<file path="config.mk">
export PLATFORM = sky130hd
export DESIGN_NAME = source_text_tokenizer_top
export DESIGN_NICKNAME = d
export VERILOG_FILES = /design/src/hdl/stt_pkg.sv /design/src/hdl/source_text_tokenizer_top.sv /design/src/hdl/stt_front.sv /design/src/hdl/stt_queue.sv /design/src/hdl/stt_back.sv
export SDC_FILE = /design/constraint.sdc
export NUM_CORES = 1
export LEC_CHECK = 0
export BUFFER_PORTS_ARGS = -buffer_cell sky130_fd_sc_hd__buf_2
export CAP_MARGIN = 0
export CORE_MARGIN = 2
export CORE_UTILIZATION = 35
export DETAILED_ROUTE_END_ITERATION = 12
export GPL_ROUTABILITY_DRIVEN = 0
export PLACE_DENSITY = 0.53
export RECOVER_POWER = 25
export SLEW_MARGIN = 20
export SYNTH_ARGS = -nofsm -noshare
export SYNTH_HDL_FRONTEND = slang
export SYNTH_SLANG_ARGS = --single-unit
</file>
<file path="constraint.sdc">
create_clock -name clk -period 19.9 [get_ports clk]
set_clock_uncertainty 0.15 [all_clocks]
set_input_delay 2.985 -clock clk [delete_from_list [all_inputs] [get_ports clk]]
set_output_delay 2.985 -clock clk [all_outputs]
set_load 0.005 [all_outputs]
</file>
<file path="src/hdl/stt_pkg.sv">
// ----------------------------------------------------------------------------
// stt_pkg: shared types and constants of the source text tokenizer
// Offset and depth widths, token kinds, character codes and the record that
// carries the results of one text byte from the scanner to the output stage.
// ----------------------------------------------------------------------------
package stt_pkg;

  localparam int OFFSET_BITS = 32;
  localparam int DEPTH_BITS  = 16;
  localparam int OUT_W       = 32;

  // result slots of one byte: mode close, fresh unknown byte, end close, end
  localparam int SLOTS      = 4;
  localparam int SLOT_IW    = $clog2(SLOTS);
  localparam int SLOT_MODE  = 0;
  localparam int SLOT_FRESH = 1;
  localparam int SLOT_CLOSE = 2;
  localparam int SLOT_END   = 3;

  localparam int QDEPTH = 4;
  localparam int QPTR_W = $clog2(QDEPTH);
  localparam int QCNT_W = $clog2(QDEPTH + 1);

  localparam logic [7:0] CH_NUL    = 8'h00;
  localparam logic [7:0] CH_NL     = 8'h0A;
  localparam logic [7:0] CH_QUOTE  = 8'h22;
  localparam logic [7:0] CH_STAR   = 8'h2A;
  localparam logic [7:0] CH_SLASH  = 8'h2F;
  localparam logic [7:0] CH_BSLASH = 8'h5C;

  typedef logic [OFFSET_BITS-1:0] ofs_t;
  typedef logic [DEPTH_BITS-1:0]  depth_t;

  typedef enum logic [2:0] {
    KIND_UNKNOWN = 3'd0,
    KIND_IDENT   = 3'd1,
    KIND_LINE    = 3'd2,
    KIND_BLOCK   = 3'd3,
    KIND_STRING  = 3'd4,
    KIND_END     = 3'd5
  } kind_t;

  typedef struct packed {
    logic             valid;
    kind_t            kind;
    logic [OUT_W-1:0] start;
    logic [OUT_W-1:0] len;
  } slot_t;

  typedef struct packed {
    slot_t [SLOTS-1:0] slots;
  } rec_t;

  // queue handshake between scanner, queue and output stage
  typedef struct packed {
    logic wr_en;
    logic rd_en;
  } q_ctl_t;

  typedef struct packed {
    logic full;
    logic not_empty;
  } q_sts_t;

  // low bits of an offset, zero-extended when the offset is narrower
  function automatic logic [OUT_W-1:0] to_out(ofs_t v);
    logic [63:0] w;
    w = 64'(v);
    return w[OUT_W-1:0];
  endfunction

endpackage

</file>
<file path="src/hdl/source_text_tokenizer_top.sv">
// ----------------------------------------------------------------------------
// source_text_tokenizer_top: streaming source text tokenizer
// Scans text one byte a beat and reports identifiers, comments, strings,
// unknown bytes and the end of text with their start offset and length.
// ----------------------------------------------------------------------------
// The input side takes one byte every cycle while full is low; the scanner
// updates its state in the same cycle and writes the results that the byte
// closes, one to three of them, as one record into a four-entry queue; a byte
// that closes none writes nothing. The output side delivers one result per
// cycle while pop is high; full rises only when four records are waiting.
// run_last marks the last result caused by a byte. After the end token all
// further bytes are accepted and dropped until reset.
module source_text_tokenizer_top import stt_pkg::*; (
  input  logic        clk,
  input  logic        rst,
  input  logic        push,
  output logic        full,
  input  logic [7:0]  text_byte,
  input  logic        end_of_text,
  output logic        empty,
  input  logic        pop,
  output logic [2:0]  token_kind,
  output logic [31:0] token_start,
  output logic [31:0] token_length,
  output logic        run_last
);

  q_ctl_t q_ctl;
  q_sts_t q_sts;
  rec_t   wr_data;
  rec_t   rd_data;
  logic   wr_en;
  logic   rd_en;

  assign q_ctl.wr_en = wr_en;
  assign q_ctl.rd_en = rd_en;
  assign full        = q_sts.full;

  stt_front u_front (
    .clk         (clk),
    .rst         (rst),
    .push        (push),
    .q_full      (q_sts.full),
    .text_byte   (text_byte),
    .end_of_text (end_of_text),
    .wr_en       (wr_en),
    .wr_data     (wr_data)
  );

  stt_queue u_queue (
    .clk     (clk),
    .rst     (rst),
    .ctl     (q_ctl),
    .wr_data (wr_data),
    .sts     (q_sts),
    .rd_data (rd_data)
  );

  stt_back u_back (
    .clk          (clk),
    .rst          (rst),
    .q_sts        (q_sts),
    .rd_data      (rd_data),
    .rd_en        (rd_en),
    .pop          (pop),
    .empty        (empty),
    .token_kind   (token_kind),
    .token_start  (token_start),
    .token_length (token_length),
    .run_last     (run_last)
  );

endmodule

</file>
<file path="src/hdl/stt_front.sv">
// ----------------------------------------------------------------------------
// stt_front: byte scanner
// Takes one text byte a cycle while the queue is not full, tracks the open token
// and builds the record of results that the byte closes.
// ----------------------------------------------------------------------------
module stt_front import stt_pkg::*; (
  input  logic       clk,
  input  logic       rst,
  input  logic       push,
  input  logic       q_full,
  input  logic [7:0] text_byte,
  input  logic       end_of_text,
  output logic       wr_en,
  output rec_t       wr_data
);

  typedef enum logic [5:0] {
    MODE_IDLE   = 6'b000001,
    MODE_SLASH  = 6'b000010,
    MODE_IDENT  = 6'b000100,
    MODE_LINE   = 6'b001000,
    MODE_BLOCK  = 6'b010000,
    MODE_STRING = 6'b100000
  } mode_t;

  typedef enum logic [1:0] {
    CLS_NONE  = 2'd0,
    CLS_STAR  = 2'd1,
    CLS_SLASH = 2'd2
  } cls_t;

  localparam ofs_t   ONE       = ofs_t'(1);
  localparam depth_t DEPTH_MAX = '1;

  mode_t  mode, mode_next;
  ofs_t   offset, offset_next;
  ofs_t   open_start, open_start_next;
  depth_t depth, depth_next;
  cls_t   prev, prev_next;
  logic   esc, esc_next;
  logic   finished, finished_next;

  logic   accept;
  logic   fresh;
  ofs_t   offset_inc;
  depth_t depth_dec;
  rec_t   rec;
  logic [SLOTS-1:0] valid_vec;

  function automatic logic is_space(logic [7:0] b);
    return b == 8'h20 || b == 8'h09 || b == 8'h0A || b == 8'h0B || b == 8'h0C ||
           b == 8'h0D;
  endfunction

  function automatic logic is_ident_first(logic [7:0] b);
    return (b >= 8'h41 && b <= 8'h5A) || (b >= 8'h61 && b <= 8'h7A) || b == 8'h5F;
  endfunction

  function automatic logic is_ident_more(logic [7:0] b);
    return is_ident_first(b) || (b >= 8'h30 && b <= 8'h39);
  endfunction

  function automatic slot_t mk_slot(kind_t k, ofs_t s, ofs_t n);
    slot_t r;
    r.valid = 1'b1;
    r.kind  = k;
    r.start = to_out(s);
    r.len   = to_out(n);
    return r;
  endfunction

  // close whatever token is open when the text ends
  function automatic slot_t close_slot(mode_t m, ofs_t s, ofs_t e);
    slot_t r;
    r = '0;
    case (m)
      MODE_SLASH:  r = mk_slot(KIND_UNKNOWN, s, ONE);
      MODE_IDENT:  r = mk_slot(KIND_IDENT, s, ofs_t'(e - s));
      MODE_LINE:   r = mk_slot(KIND_LINE, s, ofs_t'(e - s));
      MODE_BLOCK:  r = mk_slot(KIND_BLOCK, s, ofs_t'(e - s));
      MODE_STRING: r = mk_slot(KIND_STRING, s, ofs_t'(e - s));
      default:     r = '0;
    endcase
    return r;
  endfunction

  assign accept     = push && !q_full;
  assign offset_inc = ofs_t'(offset + ONE);
  assign depth_dec  = (depth != '0) ? depth_t'(depth - depth_t'(1)) : depth;

  always_comb begin
    mode_next       = mode;
    offset_next     = offset;
    open_start_next = open_start;
    depth_next      = depth;
    prev_next       = prev;
    esc_next        = esc;
    finished_next   = finished;
    fresh           = 1'b0;
    rec             = '0;
    if (!finished) begin
      if (text_byte == CH_NUL) begin
        rec.slots[SLOT_CLOSE] = close_slot(mode, open_start, offset);
        rec.slots[SLOT_END]   = mk_slot(KIND_END, offset, '0);
        mode_next     = MODE_IDLE;
        finished_next = 1'b1;
      end else begin
        case (mode)
          MODE_SLASH: begin
            if (text_byte == CH_SLASH) begin
              mode_next = MODE_LINE;
            end else if (text_byte == CH_STAR) begin
              mode_next  = MODE_BLOCK;
              depth_next = depth_t'(1);
              prev_next  = CLS_NONE;
            end else begin
              rec.slots[SLOT_MODE] = mk_slot(KIND_UNKNOWN, open_start, ONE);
              mode_next = MODE_IDLE;
              fresh     = 1'b1;
            end
          end
          MODE_IDENT: begin
            if (!is_ident_more(text_byte)) begin
              rec.slots[SLOT_MODE] = mk_slot(KIND_IDENT, open_start,
                                             ofs_t'(offset - open_start));
              mode_next = MODE_IDLE;
              fresh     = 1'b1;
            end
          end
          MODE_LINE: begin
            if (text_byte == CH_NL) begin
              rec.slots[SLOT_MODE] = mk_slot(KIND_LINE, open_start,
                                             ofs_t'(offset - open_start));
              mode_next = MODE_IDLE;
              fresh     = 1'b1;
            end
          end
          MODE_BLOCK: begin
            if (text_byte == CH_STAR && prev == CLS_SLASH) begin
              if (depth != DEPTH_MAX) depth_next = depth_t'(depth + depth_t'(1));
              prev_next = CLS_NONE;
            end else if (text_byte == CH_SLASH && prev == CLS_STAR) begin
              prev_next  = CLS_NONE;
              depth_next = depth_dec;
              if (depth_dec == '0) begin
                rec.slots[SLOT_MODE] = mk_slot(KIND_BLOCK, open_start,
                                               ofs_t'(offset_inc - open_start));
                mode_next = MODE_IDLE;
              end
            end else if (text_byte == CH_STAR) begin
              prev_next = CLS_STAR;
            end else if (text_byte == CH_SLASH) begin
              prev_next = CLS_SLASH;
            end else begin
              prev_next = CLS_NONE;
            end
          end
          MODE_STRING: begin
            if (text_byte == CH_NL) begin
              esc_next = 1'b0;
              rec.slots[SLOT_MODE] = mk_slot(KIND_STRING, open_start,
                                             ofs_t'(offset_inc - open_start));
              mode_next = MODE_IDLE;
            end else if (esc) begin
              esc_next = 1'b0;
            end else if (text_byte == CH_QUOTE) begin
              rec.slots[SLOT_MODE] = mk_slot(KIND_STRING, open_start,
                                             ofs_t'(offset_inc - open_start));
              mode_next = MODE_IDLE;
            end else if (text_byte == CH_BSLASH) begin
              esc_next = 1'b1;
            end
          end
          default: begin
            mode_next = MODE_IDLE;
            fresh     = 1'b1;
          end
        endcase

        // start a new token on this byte
        if (fresh) begin
          open_start_next = offset;
          if (is_space(text_byte)) begin
            mode_next = MODE_IDLE;
          end else if (text_byte == CH_SLASH) begin
            mode_next = MODE_SLASH;
          end else if (text_byte == CH_QUOTE) begin
            mode_next = MODE_STRING;
            esc_next  = 1'b0;
          end else if (is_ident_first(text_byte)) begin
            mode_next = MODE_IDENT;
          end else begin
            rec.slots[SLOT_FRESH] = mk_slot(KIND_UNKNOWN, offset, ONE);
          end
        end

        offset_next = offset_inc;
        if (end_of_text) begin
          rec.slots[SLOT_CLOSE] = close_slot(mode_next, open_start_next, offset_inc);
          rec.slots[SLOT_END]   = mk_slot(KIND_END, offset_inc, '0);
          mode_next     = MODE_IDLE;
          finished_next = 1'b1;
        end
      end
    end
  end

  always_comb begin
    for (int i = 0; i < SLOTS; i++) valid_vec[i] = rec.slots[i].valid;
  end

  assign wr_en   = accept && (valid_vec != '0);
  assign wr_data = rec;

  always_ff @(posedge clk) begin
    if (rst) begin
      mode       <= MODE_IDLE;
      offset     <= '0;
      open_start <= '0;
      depth      <= '0;
      prev       <= CLS_NONE;
      esc        <= 1'b0;
      finished   <= 1'b0;
    end else if (accept) begin
      mode       <= mode_next;
      offset     <= offset_next;
      open_start <= open_start_next;
      depth      <= depth_next;
      prev       <= prev_next;
      esc        <= esc_next;
      finished   <= finished_next;
    end
  end

endmodule

</file>
<file path="src/hdl/stt_queue.sv">
// ----------------------------------------------------------------------------
// stt_queue: record queue
// Short FIFO of per-byte result records between the scanner and the output
// stage, so each side can stall on its own.
// ----------------------------------------------------------------------------
module stt_queue import stt_pkg::*; (
  input  logic   clk,
  input  logic   rst,
  input  q_ctl_t ctl,
  input  rec_t   wr_data,
  output q_sts_t sts,
  output rec_t   rd_data
);

  rec_t              entries [QDEPTH];
  logic [QPTR_W-1:0] wr_ptr;
  logic [QPTR_W-1:0] rd_ptr;
  logic [QCNT_W-1:0] count;

  assign sts.full      = (count == QCNT_W'(QDEPTH));
  assign sts.not_empty = (count != '0);
  assign rd_data       = entries[rd_ptr];

  always_ff @(posedge clk) begin
    if (ctl.wr_en) entries[wr_ptr] <= wr_data;
  end

  always_ff @(posedge clk) begin
    if (rst) begin
      wr_ptr <= '0;
      rd_ptr <= '0;
      count  <= '0;
    end else begin
      if (ctl.wr_en) wr_ptr <= QPTR_W'(wr_ptr + QPTR_W'(1));
      if (ctl.rd_en) rd_ptr <= QPTR_W'(rd_ptr + QPTR_W'(1));
      if (ctl.wr_en && !ctl.rd_en) begin
        count <= QCNT_W'(count + QCNT_W'(1));
      end else if (ctl.rd_en && !ctl.wr_en) begin
        count <= QCNT_W'(count - QCNT_W'(1));
      end
    end
  end

  a_no_overflow: assert property (@(posedge clk) disable iff (rst)
    ctl.wr_en |-> !sts.full)
    else $error("record written into a full queue");

  a_no_underflow: assert property (@(posedge clk) disable iff (rst)
    ctl.rd_en |-> sts.not_empty)
    else $error("record read from an empty queue");

  a_count_up: assert property (@(posedge clk) disable iff (rst)
    (ctl.wr_en && !ctl.rd_en) |=> count == QCNT_W'($past(count) + QCNT_W'(1)))
    else $error("queue count lost a write");

endmodule

</file>
<file path="src/hdl/stt_back.sv">
// ----------------------------------------------------------------------------
// stt_back: result output stage
// Holds one record and hands out its valid results one beat at a time,
// oldest slot first, marking the last result of the byte.
// ----------------------------------------------------------------------------
module stt_back import stt_pkg::*; (
  input  logic        clk,
  input  logic        rst,
  input  q_sts_t      q_sts,
  input  rec_t        rd_data,
  output logic        rd_en,
  input  logic        pop,
  output logic        empty,
  output logic [2:0]  token_kind,
  output logic [31:0] token_start,
  output logic [31:0] token_length,
  output logic        run_last
);

  rec_t               cur;
  logic [SLOTS-1:0]   remain;
  logic [SLOTS-1:0]   low_bit;
  logic [SLOTS-1:0]   remain_after;
  logic [SLOTS-1:0]   load_mask;
  logic [SLOT_IW-1:0] sel;
  logic               take;
  logic               load;

  assign low_bit      = remain & SLOTS'(~remain + SLOTS'(1));
  assign remain_after = remain & ~low_bit;
  assign empty        = (remain == '0);
  assign take         = pop && !empty;
  // refill when idle or when the last result of the held record leaves
  assign load         = empty || (take && remain_after == '0);
  assign rd_en        = load && q_sts.not_empty;

  always_comb begin
    sel = '0;
    for (int i = SLOTS - 1; i >= 0; i--) begin
      if (remain[i]) sel = SLOT_IW'(i);
    end
  end

  always_comb begin
    for (int i = 0; i < SLOTS; i++) load_mask[i] = rd_data.slots[i].valid;
  end

  assign token_kind   = cur.slots[sel].kind;
  assign token_start  = cur.slots[sel].start;
  assign token_length = cur.slots[sel].len;
  assign run_last     = (remain_after == '0);

  always_ff @(posedge clk) begin
    if (rd_en) cur <= rd_data;
  end

  always_ff @(posedge clk) begin
    if (rst) begin
      remain <= '0;
    end else if (rd_en) begin
      remain <= load_mask;
    end else if (take) begin
      remain <= remain_after;
    end
  end

endmodule

</file>
# Word level (Yosys, flattened, before mapping)

Memory sizes are Yosys's and may differ from the RTL's. A register that Yosys moved wholly into a read port is not among the register bits.
Cells that the tools add are included.

RAM bits: 1,088
Flip-flop bits (word level): 373
Word-level logic and storage cells: 213
Input port bits: 13
Memories: 1
Output and inout port bits: 70

Memory list:

| memory          | depth | bits a word | rd ports | clocked after memory_dff | write ports | RTL line        | source |
|---|---|---|---|---|---|---|---|
| u_queue.entries | 4     | 272         | 1        | 1                        | 1           | stt_queue.sv:15 | `rec_t entries [QDEPTH];` |

$add $sub $neg: 11
Equality and inequality tests: 29
Bitwise gates (word level): 6
$lt $le $gt $ge: 7
Multiplexer cells: 92
Reduce and logical (&&, ||, !) cells: 40

Operators with widths:

| operator              | count |
|---|---|
| $mux 68               | 15 |
| $pmux 68 s5           | 3 |
| $mux 136              | 3 |
| $mux 272              | 1 |
| $bmux 68 s2           | 1 |
| $mux 6                | 18 |
| $mux 16               | 6 |
| $mux 32               | 3 |
| $sub 32x32->32        | 3 |
| $mux 67               | 1 |
| $eq 8x4->1 const B    | 5 |
| $add 32x1->32 const B | 1 |
| $eq 8x6->1 const B    | 4 |
| $pmux 16 s2           | 1 |
| $pmux 6 s5            | 1 |
| $mux 2                | 12 |
| $mux 1                | 20 |
| $add 16x1->16 const B | 1 |
| $eq 8x7->1 const B    | 2 |
| $ge 8x7->1 const B    | 2 |
| $le 8x7->1 const B    | 2 |
| $logic_not 16->1      | 1 |
| $ne 16x16->1 const B  | 1 |
| $reduce_bool 16->1    | 1 |
| 41 further kinds      | 77 |

# Depth between registers and ports, before layout

Word-level depth: 25
Depth in mapped cells: 21
Depth with buffers taken out: 19

# By module

A second synthesis with hierarchy kept.

Cell total of the unflattened synthesis: 3,767
Area total of the unflattened synthesis: 62,351.0 µm²

By module, submodules not included:

| module    | cells each | area an instance (µm²) | times used | sequential area each (µm²) |
|---|---|---|---|---|
| stt_queue | 1,464      | 39,560.4               | 1          | 32,851.5 |
| stt_front | 1,922      | 12,904.9               | 1          | 1,801.7 |
| stt_back  | 381        | 9,885.7                | 1          | 8,127.8 |

# Least setup slack after synthesis

Ideal clock, no wire load.

Kind: in2reg
From: in pop
To: reg u_queue.count[2]
Path buffers: 0
Stages on the path: 9
Path slack: 6,536 ps
Setup time: 70 ps
Required time: 19,680 ps
Arrival: 13,143 ps
Cell sequence: a21oi_1 -> nor2_1 -> inv_1 -> ha_1 -> inv_1 -> fa_1 -> xor2_1 -> or3_1 -> a21oi_1

Word-level cells in the longest chain between the ends: 7
Elaborated cells between the ends (all ways): 9
Classes of those cells: 1 x mux; 8 x reduce/logical

Ends and longest elaborated chain:

| element                                            | RTL line                        | source |
|---|---|---|
| start: declaration                                 | source_text_tokenizer_top.sv:21 | `input logic pop,` |
| $logic_and 1x1->1 (*)                              | stt_back.sv:32                  | `assign take = pop && !empty;` |
| $logic_and 1x1->1 (*)                              | stt_back.sv:34                  | `assign load = empty \|\| (take && remain_after == '0);` |
| $logic_or 1x1->1 (*)                               | stt_back.sv:34                  |  |
| $logic_and 1x1->1 (*)                              | stt_back.sv:35                  | `assign rd_en = load && q_sts.not_empty;` |
| net rd_en                                          | source_text_tokenizer_top.sv:33 | `logic rd_en;` |
| $logic_not 1->1                                    | stt_queue.sv:36                 | `if (ctl.wr_en && !ctl.rd_en) begin` |
| $logic_and 1x1->1                                  | stt_queue.sv:36                 |  |
| $mux 3 / $reduce_bool 2->1 (equally long branches) | n/a                             |  |
| end signal: assignment                             | stt_queue.sv:37                 | `count <= QCNT_W'(count + QCNT_W'(1));` |
| end signal: assignment                             | stt_queue.sv:39                 | `count <= QCNT_W'(count - QCNT_W'(1));` |
| end: declaration                                   | stt_queue.sv:18                 | `logic [QCNT_W-1:0] count;` |

Mark *: on every way through the listed nets, which the timed path passes. The rest lies on a longest branch.
A chain may end at the register's enable or synchronous reset.

# Worst setup path after layout

From: in text_byte[4]
To: mem u_queue.entries[2][267] (netlist name), enable pin

Word-level cells in the longest chain between the ends: 23
Elaborated cells between the ends (all ways): 83
Classes of those cells: 6 x order compare; 15 x eq/ne; 46 x mux; 16 x reduce/logical

Ends and longest elaborated chain:

| element                                         | RTL line                        | source |
|---|---|---|
| start: declaration                              | source_text_tokenizer_top.sv:18 | `input logic [7:0] text_byte,` |
| $ge 8x7->1 / $le 8x7->1 (equally long branches) | stt_front.sv:56                 | `return (b >= 8'h41 && b <= 8'h5A) \|\| (b >= 8'h61 && b <= 8'h7A) \|\| b == 8'h5F;` |
| $logic_and 1x1->1                               | stt_front.sv:56                 |  |
| $logic_or 1x1->1 (2 in series)                  | stt_front.sv:56                 |  |
| $logic_or 1x1->1                                | stt_front.sv:60                 | `return is_ident_first(b) \|\| (b >= 8'h30 && b <= 8'h39);` |
| $mux 6                                          | stt_front.sv:123                | `if (!is_ident_more(text_byte)) begin` |
| $pmux 6 s5                                      | stt_front.sv:108                | `case (mode)` |
| $mux 6                                          | stt_front.sv:190                | `end else if (is_ident_first(text_byte)) begin` |
| $mux 6                                          | stt_front.sv:187                | `end else if (text_byte == CH_QUOTE) begin` |
| (+6 left out)                                   | n/a                             |  |
| $pmux 68 s5                                     | stt_front.sv:76                 | `case (m)` |
| $mux 136                                        | stt_front.sv:198                | `if (end_of_text) begin` |
| $mux 136                                        | stt_front.sv:102                | `if (text_byte == CH_NUL) begin` |
| $mux 272 (*)                                    | stt_front.sv:101                | `if (!finished) begin` |
| $reduce_bool 4->1 (*)                           | stt_front.sv:212                | `assign wr_en = accept && (valid_vec != '0);` |
| $logic_and 1x1->1 (*)                           | stt_front.sv:212                |  |
| $mux 1 (*)                                      | stt_queue.sv:25                 | `if (ctl.wr_en) entries[wr_ptr] <= wr_data;` |
| $mux 1 (implied by the code) (*)                | stt_queue.sv:25                 |  |
| end: declaration                                | stt_queue.sv:15                 |  |

Mark *: on every way between the ends. The rest lies on a longest branch, timed or not. The select of a mux whose other input is x is not followed.

==> flow_summary.yaml <==
sta:
  timing.fmax_mhz: 95.6
  finalSetupTns_ps: 0
  finalMaxSlewViolations: 753
  finalCriticalPeriod_ps: 10460
  setup_ws_ps: 9440
  fin_crit_sh_pct: 52.6
  worstMarginPinSlew_ps: 3690
  max_slew_margin_pct: -146
  setup_viol: 0
  hold_violations: 0
  rsz0062_at_grt: "false"
placed_design:
  place_hpwl_um: 78700
  dp.cells: 5114
  numPortBuffers: 82
  pre_cts_ws_ps: 10070
synth:
  postSynthCellCount: 3295
  syn_area_mm2: 0.0492
  syn_avg_cell_area_um2: 14.9
  ys_async_sr_fraction_pct: 0
  yosysWarnings: 0
  synth_edf_count: 1008
  ys_seq_area_share_pct: 65.8
  synth_fp_nets: 3413
  synth-seq-cells: 1111
  synth_cell_types: 80
  synth_ff_type: "edfxtp_1"
cts:
  max-clock-path-buffers: 3
  root_buffer: "clkbuf_16"
  cts_sinks: 1111
  holdBufCountCts: 0
  cts_setup_buffers: 0
  insertion_delay_ps: 740
  cts_resized: 0
  cts_buffers: 114
  tritoncts: "built"
  htree_levels: 3
  cts.clk_slew.worst_paths_ps: 60
detailed_routing:
  via_per_inst: 5.28
  drt-initial-drc-count: 1995
  wire_per_inst_um: 23.0
  drtAntennaViolNets: 0
  drt-total-wl_um: 123000
  drcViolationCount: 0
  dr.pass1.iters: 7
  dr_total_vias: 28200
setup_path:
  path_buf_inv: 7
  cpPeakStageDelay_ps: 1730
  critPathCaptureType: "flip-flop"
  worst_path_max_delay_cell: "clkbuf_1"
  crit_chain: "clkbuf_1, or3_1, nor3_1, and2_0, clkbuf_1, nor2_1, inv_1, nand2_1, clkbuf_1, inv_1, o31a_1, and2_4, buf_4, buf_4"
  cp_max_fo: 57
  cp.arrival_ps: 10680
  cpLargestDelayFamily: "buffers and inverters"
  worst_setup_path_start_kind: "input pin"
  worstSetupPathType: "in2reg"
  required_ps: 20120
  crit_top_cell: "clkbuf_1"
run:
  maxCapViolCount: 17
floorplan:
  core_area_mm2: 0.140
  num_rows: 137
  dieWidth_um: 379
  io_pins: 83
  die_area_mm2: 0.143
  start_util_pct: 35.2
  die_height_um: 379
min_path:
  hp-class: "reg2reg"
layout:
  layout_commonest_cell: "edfxtp_1"
  finalNetCount: 3472
  drive_gt1_share_pct: 15.8
  area_growth_pct: 12.4
  layout_common_cells: "edfxtp_1, nor2_1, mux4_2"
  final_cells: 5331
  antennaDiodeCount: 0
pwr:
  powerDensity_mw_per_mm2: 129
  p_leak_nw: 18.5
  p_total_mw: 7.15
  vdd.ir_drop.worst_mv: 0.0977
global_routing:
  antenna_found_initial: 4
  track_usage_pct: 17.1
  grt_max_degree: 111
  grt_pass1_wl_um: 184000
  grt_pass1_vias: 28500
  overflow: 0
outcome:
  violations: "capacitance limit, slew limit"
  run_status: "finished with violations"
## cell type report
| type | instances | area [um2] |
|---|---|---|
| Clock inverter | 69 | 638 |
| Fill cell | 13000 | 84300 |
| Sequential cell | 1111 | 32300 |
| Inverter | 78 | 293 |
| Clock buffer | 148 | 3070 |
| Timing Repair Buffer | 132 | 752 |
| Tap cell | 1876 | 2350 |
| Multi-Input combinational cell | 1917 | 15800 |
## stage by stage
step	area, um2	hold slack, ps	utilization (%)
6_report	55300	341	39.6
5_1_grt	55300	379	39.6
4_1_cts	55300	339	39.7
3_5_place_dp	51600	331	37.0
3_3_place_gp	51600	324	37.0
2_1_floorplan	49200	307	-
## worst register-to-register path, delay by kind of cell (launching register included)
kind                   cells  cell delay (ps)
buffers and inverters      3             7010
AO/OA/AOI/OAI              2             1160
AND/OR/NAND/NOR            3              430
flip-flops                 1              370
## Yosys cell counts (7+ instances only)
| cell type | instances | area (um2) |
|---|---|---|
| nand2b_1 | 16 | 100 |
| o21ai_0 | 109 | 546 |
| xor2_1 | 81 | 709 |
| a21oi_1 | 184 | 921 |
| nor2b_1 | 12 | 75.1 |
| a211o_1 | 8 | 70.1 |
| or2_2 | 9 | 56.3 |
| nand3_1 | 36 | 180 |
| and2_1 | 81 | 507 |
| a21o_1 | 41 | 308 |
| and3_1 | 27 | 169 |
| nor4_1 | 12 | 75.1 |
| nand2_1 | 189 | 709 |
| o21a_1 | 20 | 150 |
| a31oi_1 | 17 | 106 |
| o31ai_1 | 7 | 52.6 |
| clkbuf_1 | 140 | 526 |
| inv_1 | 77 | 289 |
| o21bai_1 | 15 | 113 |
| xnor2_1 | 73 | 639 |
| a22oi_1 | 40 | 300 |
| dfxtp_1 | 103 | 2060 |
| nand4_1 | 13 | 81.3 |
| a211oi_1 | 73 | 548 |
| a32oi_1 | 7 | 61.3 |
| or3_1 | 43 | 269 |
| buf_1 | 37 | 139 |
| mux4_2 | 234 | 5270 |
| mux2i_1 | 13 | 130 |
| nor3_1 | 35 | 175 |
| ha_1 | 101 | 1260 |
| nor2_1 | 309 | 1160 |
| o211ai_1 | 7 | 52.6 |
| nand3b_1 | 7 | 52.6 |
| edfxtp_1 | 1008 | 30300 |
## path summary, 6_finish.rpt
kind	end	from	slack [ps]	cells after the start
setup / recovery	u_queue.entries[2][267]$_DFFE_PP_	text_byte[4]	9440	14
hold reg to reg	u_front.depth[14]$_SDFFE_PP0P_	u_front.depth[14]$_SDFFE_PP0P_	340	2
setup reg to reg	u_back.cur[125]$_DFFE_PP_	u_back.remain[2]$_SDFFE_PP0P_	10250	8
hold / removal	u_front.depth[14]$_SDFFE_PP0P_	u_front.depth[14]$_SDFFE_PP0P_	340	2
## power by group
| group | switching (mW) | internal [mW] | total, mW | leakage, nW |
|---|---|---|---|---|
| clock network | 0.915 | 1.19 | 2.10 | 1.80 |
| registers | 0.138 | 3.08 | 3.22 | 10.3 |
| logic | 1.07 | 0.755 | 1.83 | 6.38 |
| total | 2.13 | 5.02 | 7.15 | 18.5 |
## cell families (layout without fill, tap and decap cells)
logic type	Yosys count	in the layout	synth area share, %
flip-flops	1111	1111	65.8
AND/OR/NAND/NOR	819	819	7.88
AO/OA/AOI/OAI	592	592	7.75
buffers and inverters	267	427	2.14
multiplexers	247	247	11.0
XOR/XNOR	154	154	2.74
adder cells (fa/ha/maj)	105	105	2.73
## flip-flops by register name, summed over array words and instances (netlist names), 3 cells and up, named ones only
name / count
u_front.offset: 32
u_queue.entries: 808
u_front.mode: 6
u_queue.count: 3
u_back.remain: 4
u_back.cur: 200
u_front.open_start: 32
u_front.depth: 16
## metal layers
layer / vias up / global-route usage (%) / share of wire [%]
met5: - / 0 / 0.023
met4: 4 / 4.90 / 2.4
met3: 177 / 2.99 / 4.8
met2: 645 / 29.0 / 49
met1: 14500 / 22.5 / 43
li1: 12900 / - / -
No activity file was read; power rests on OpenSTA's default activity.
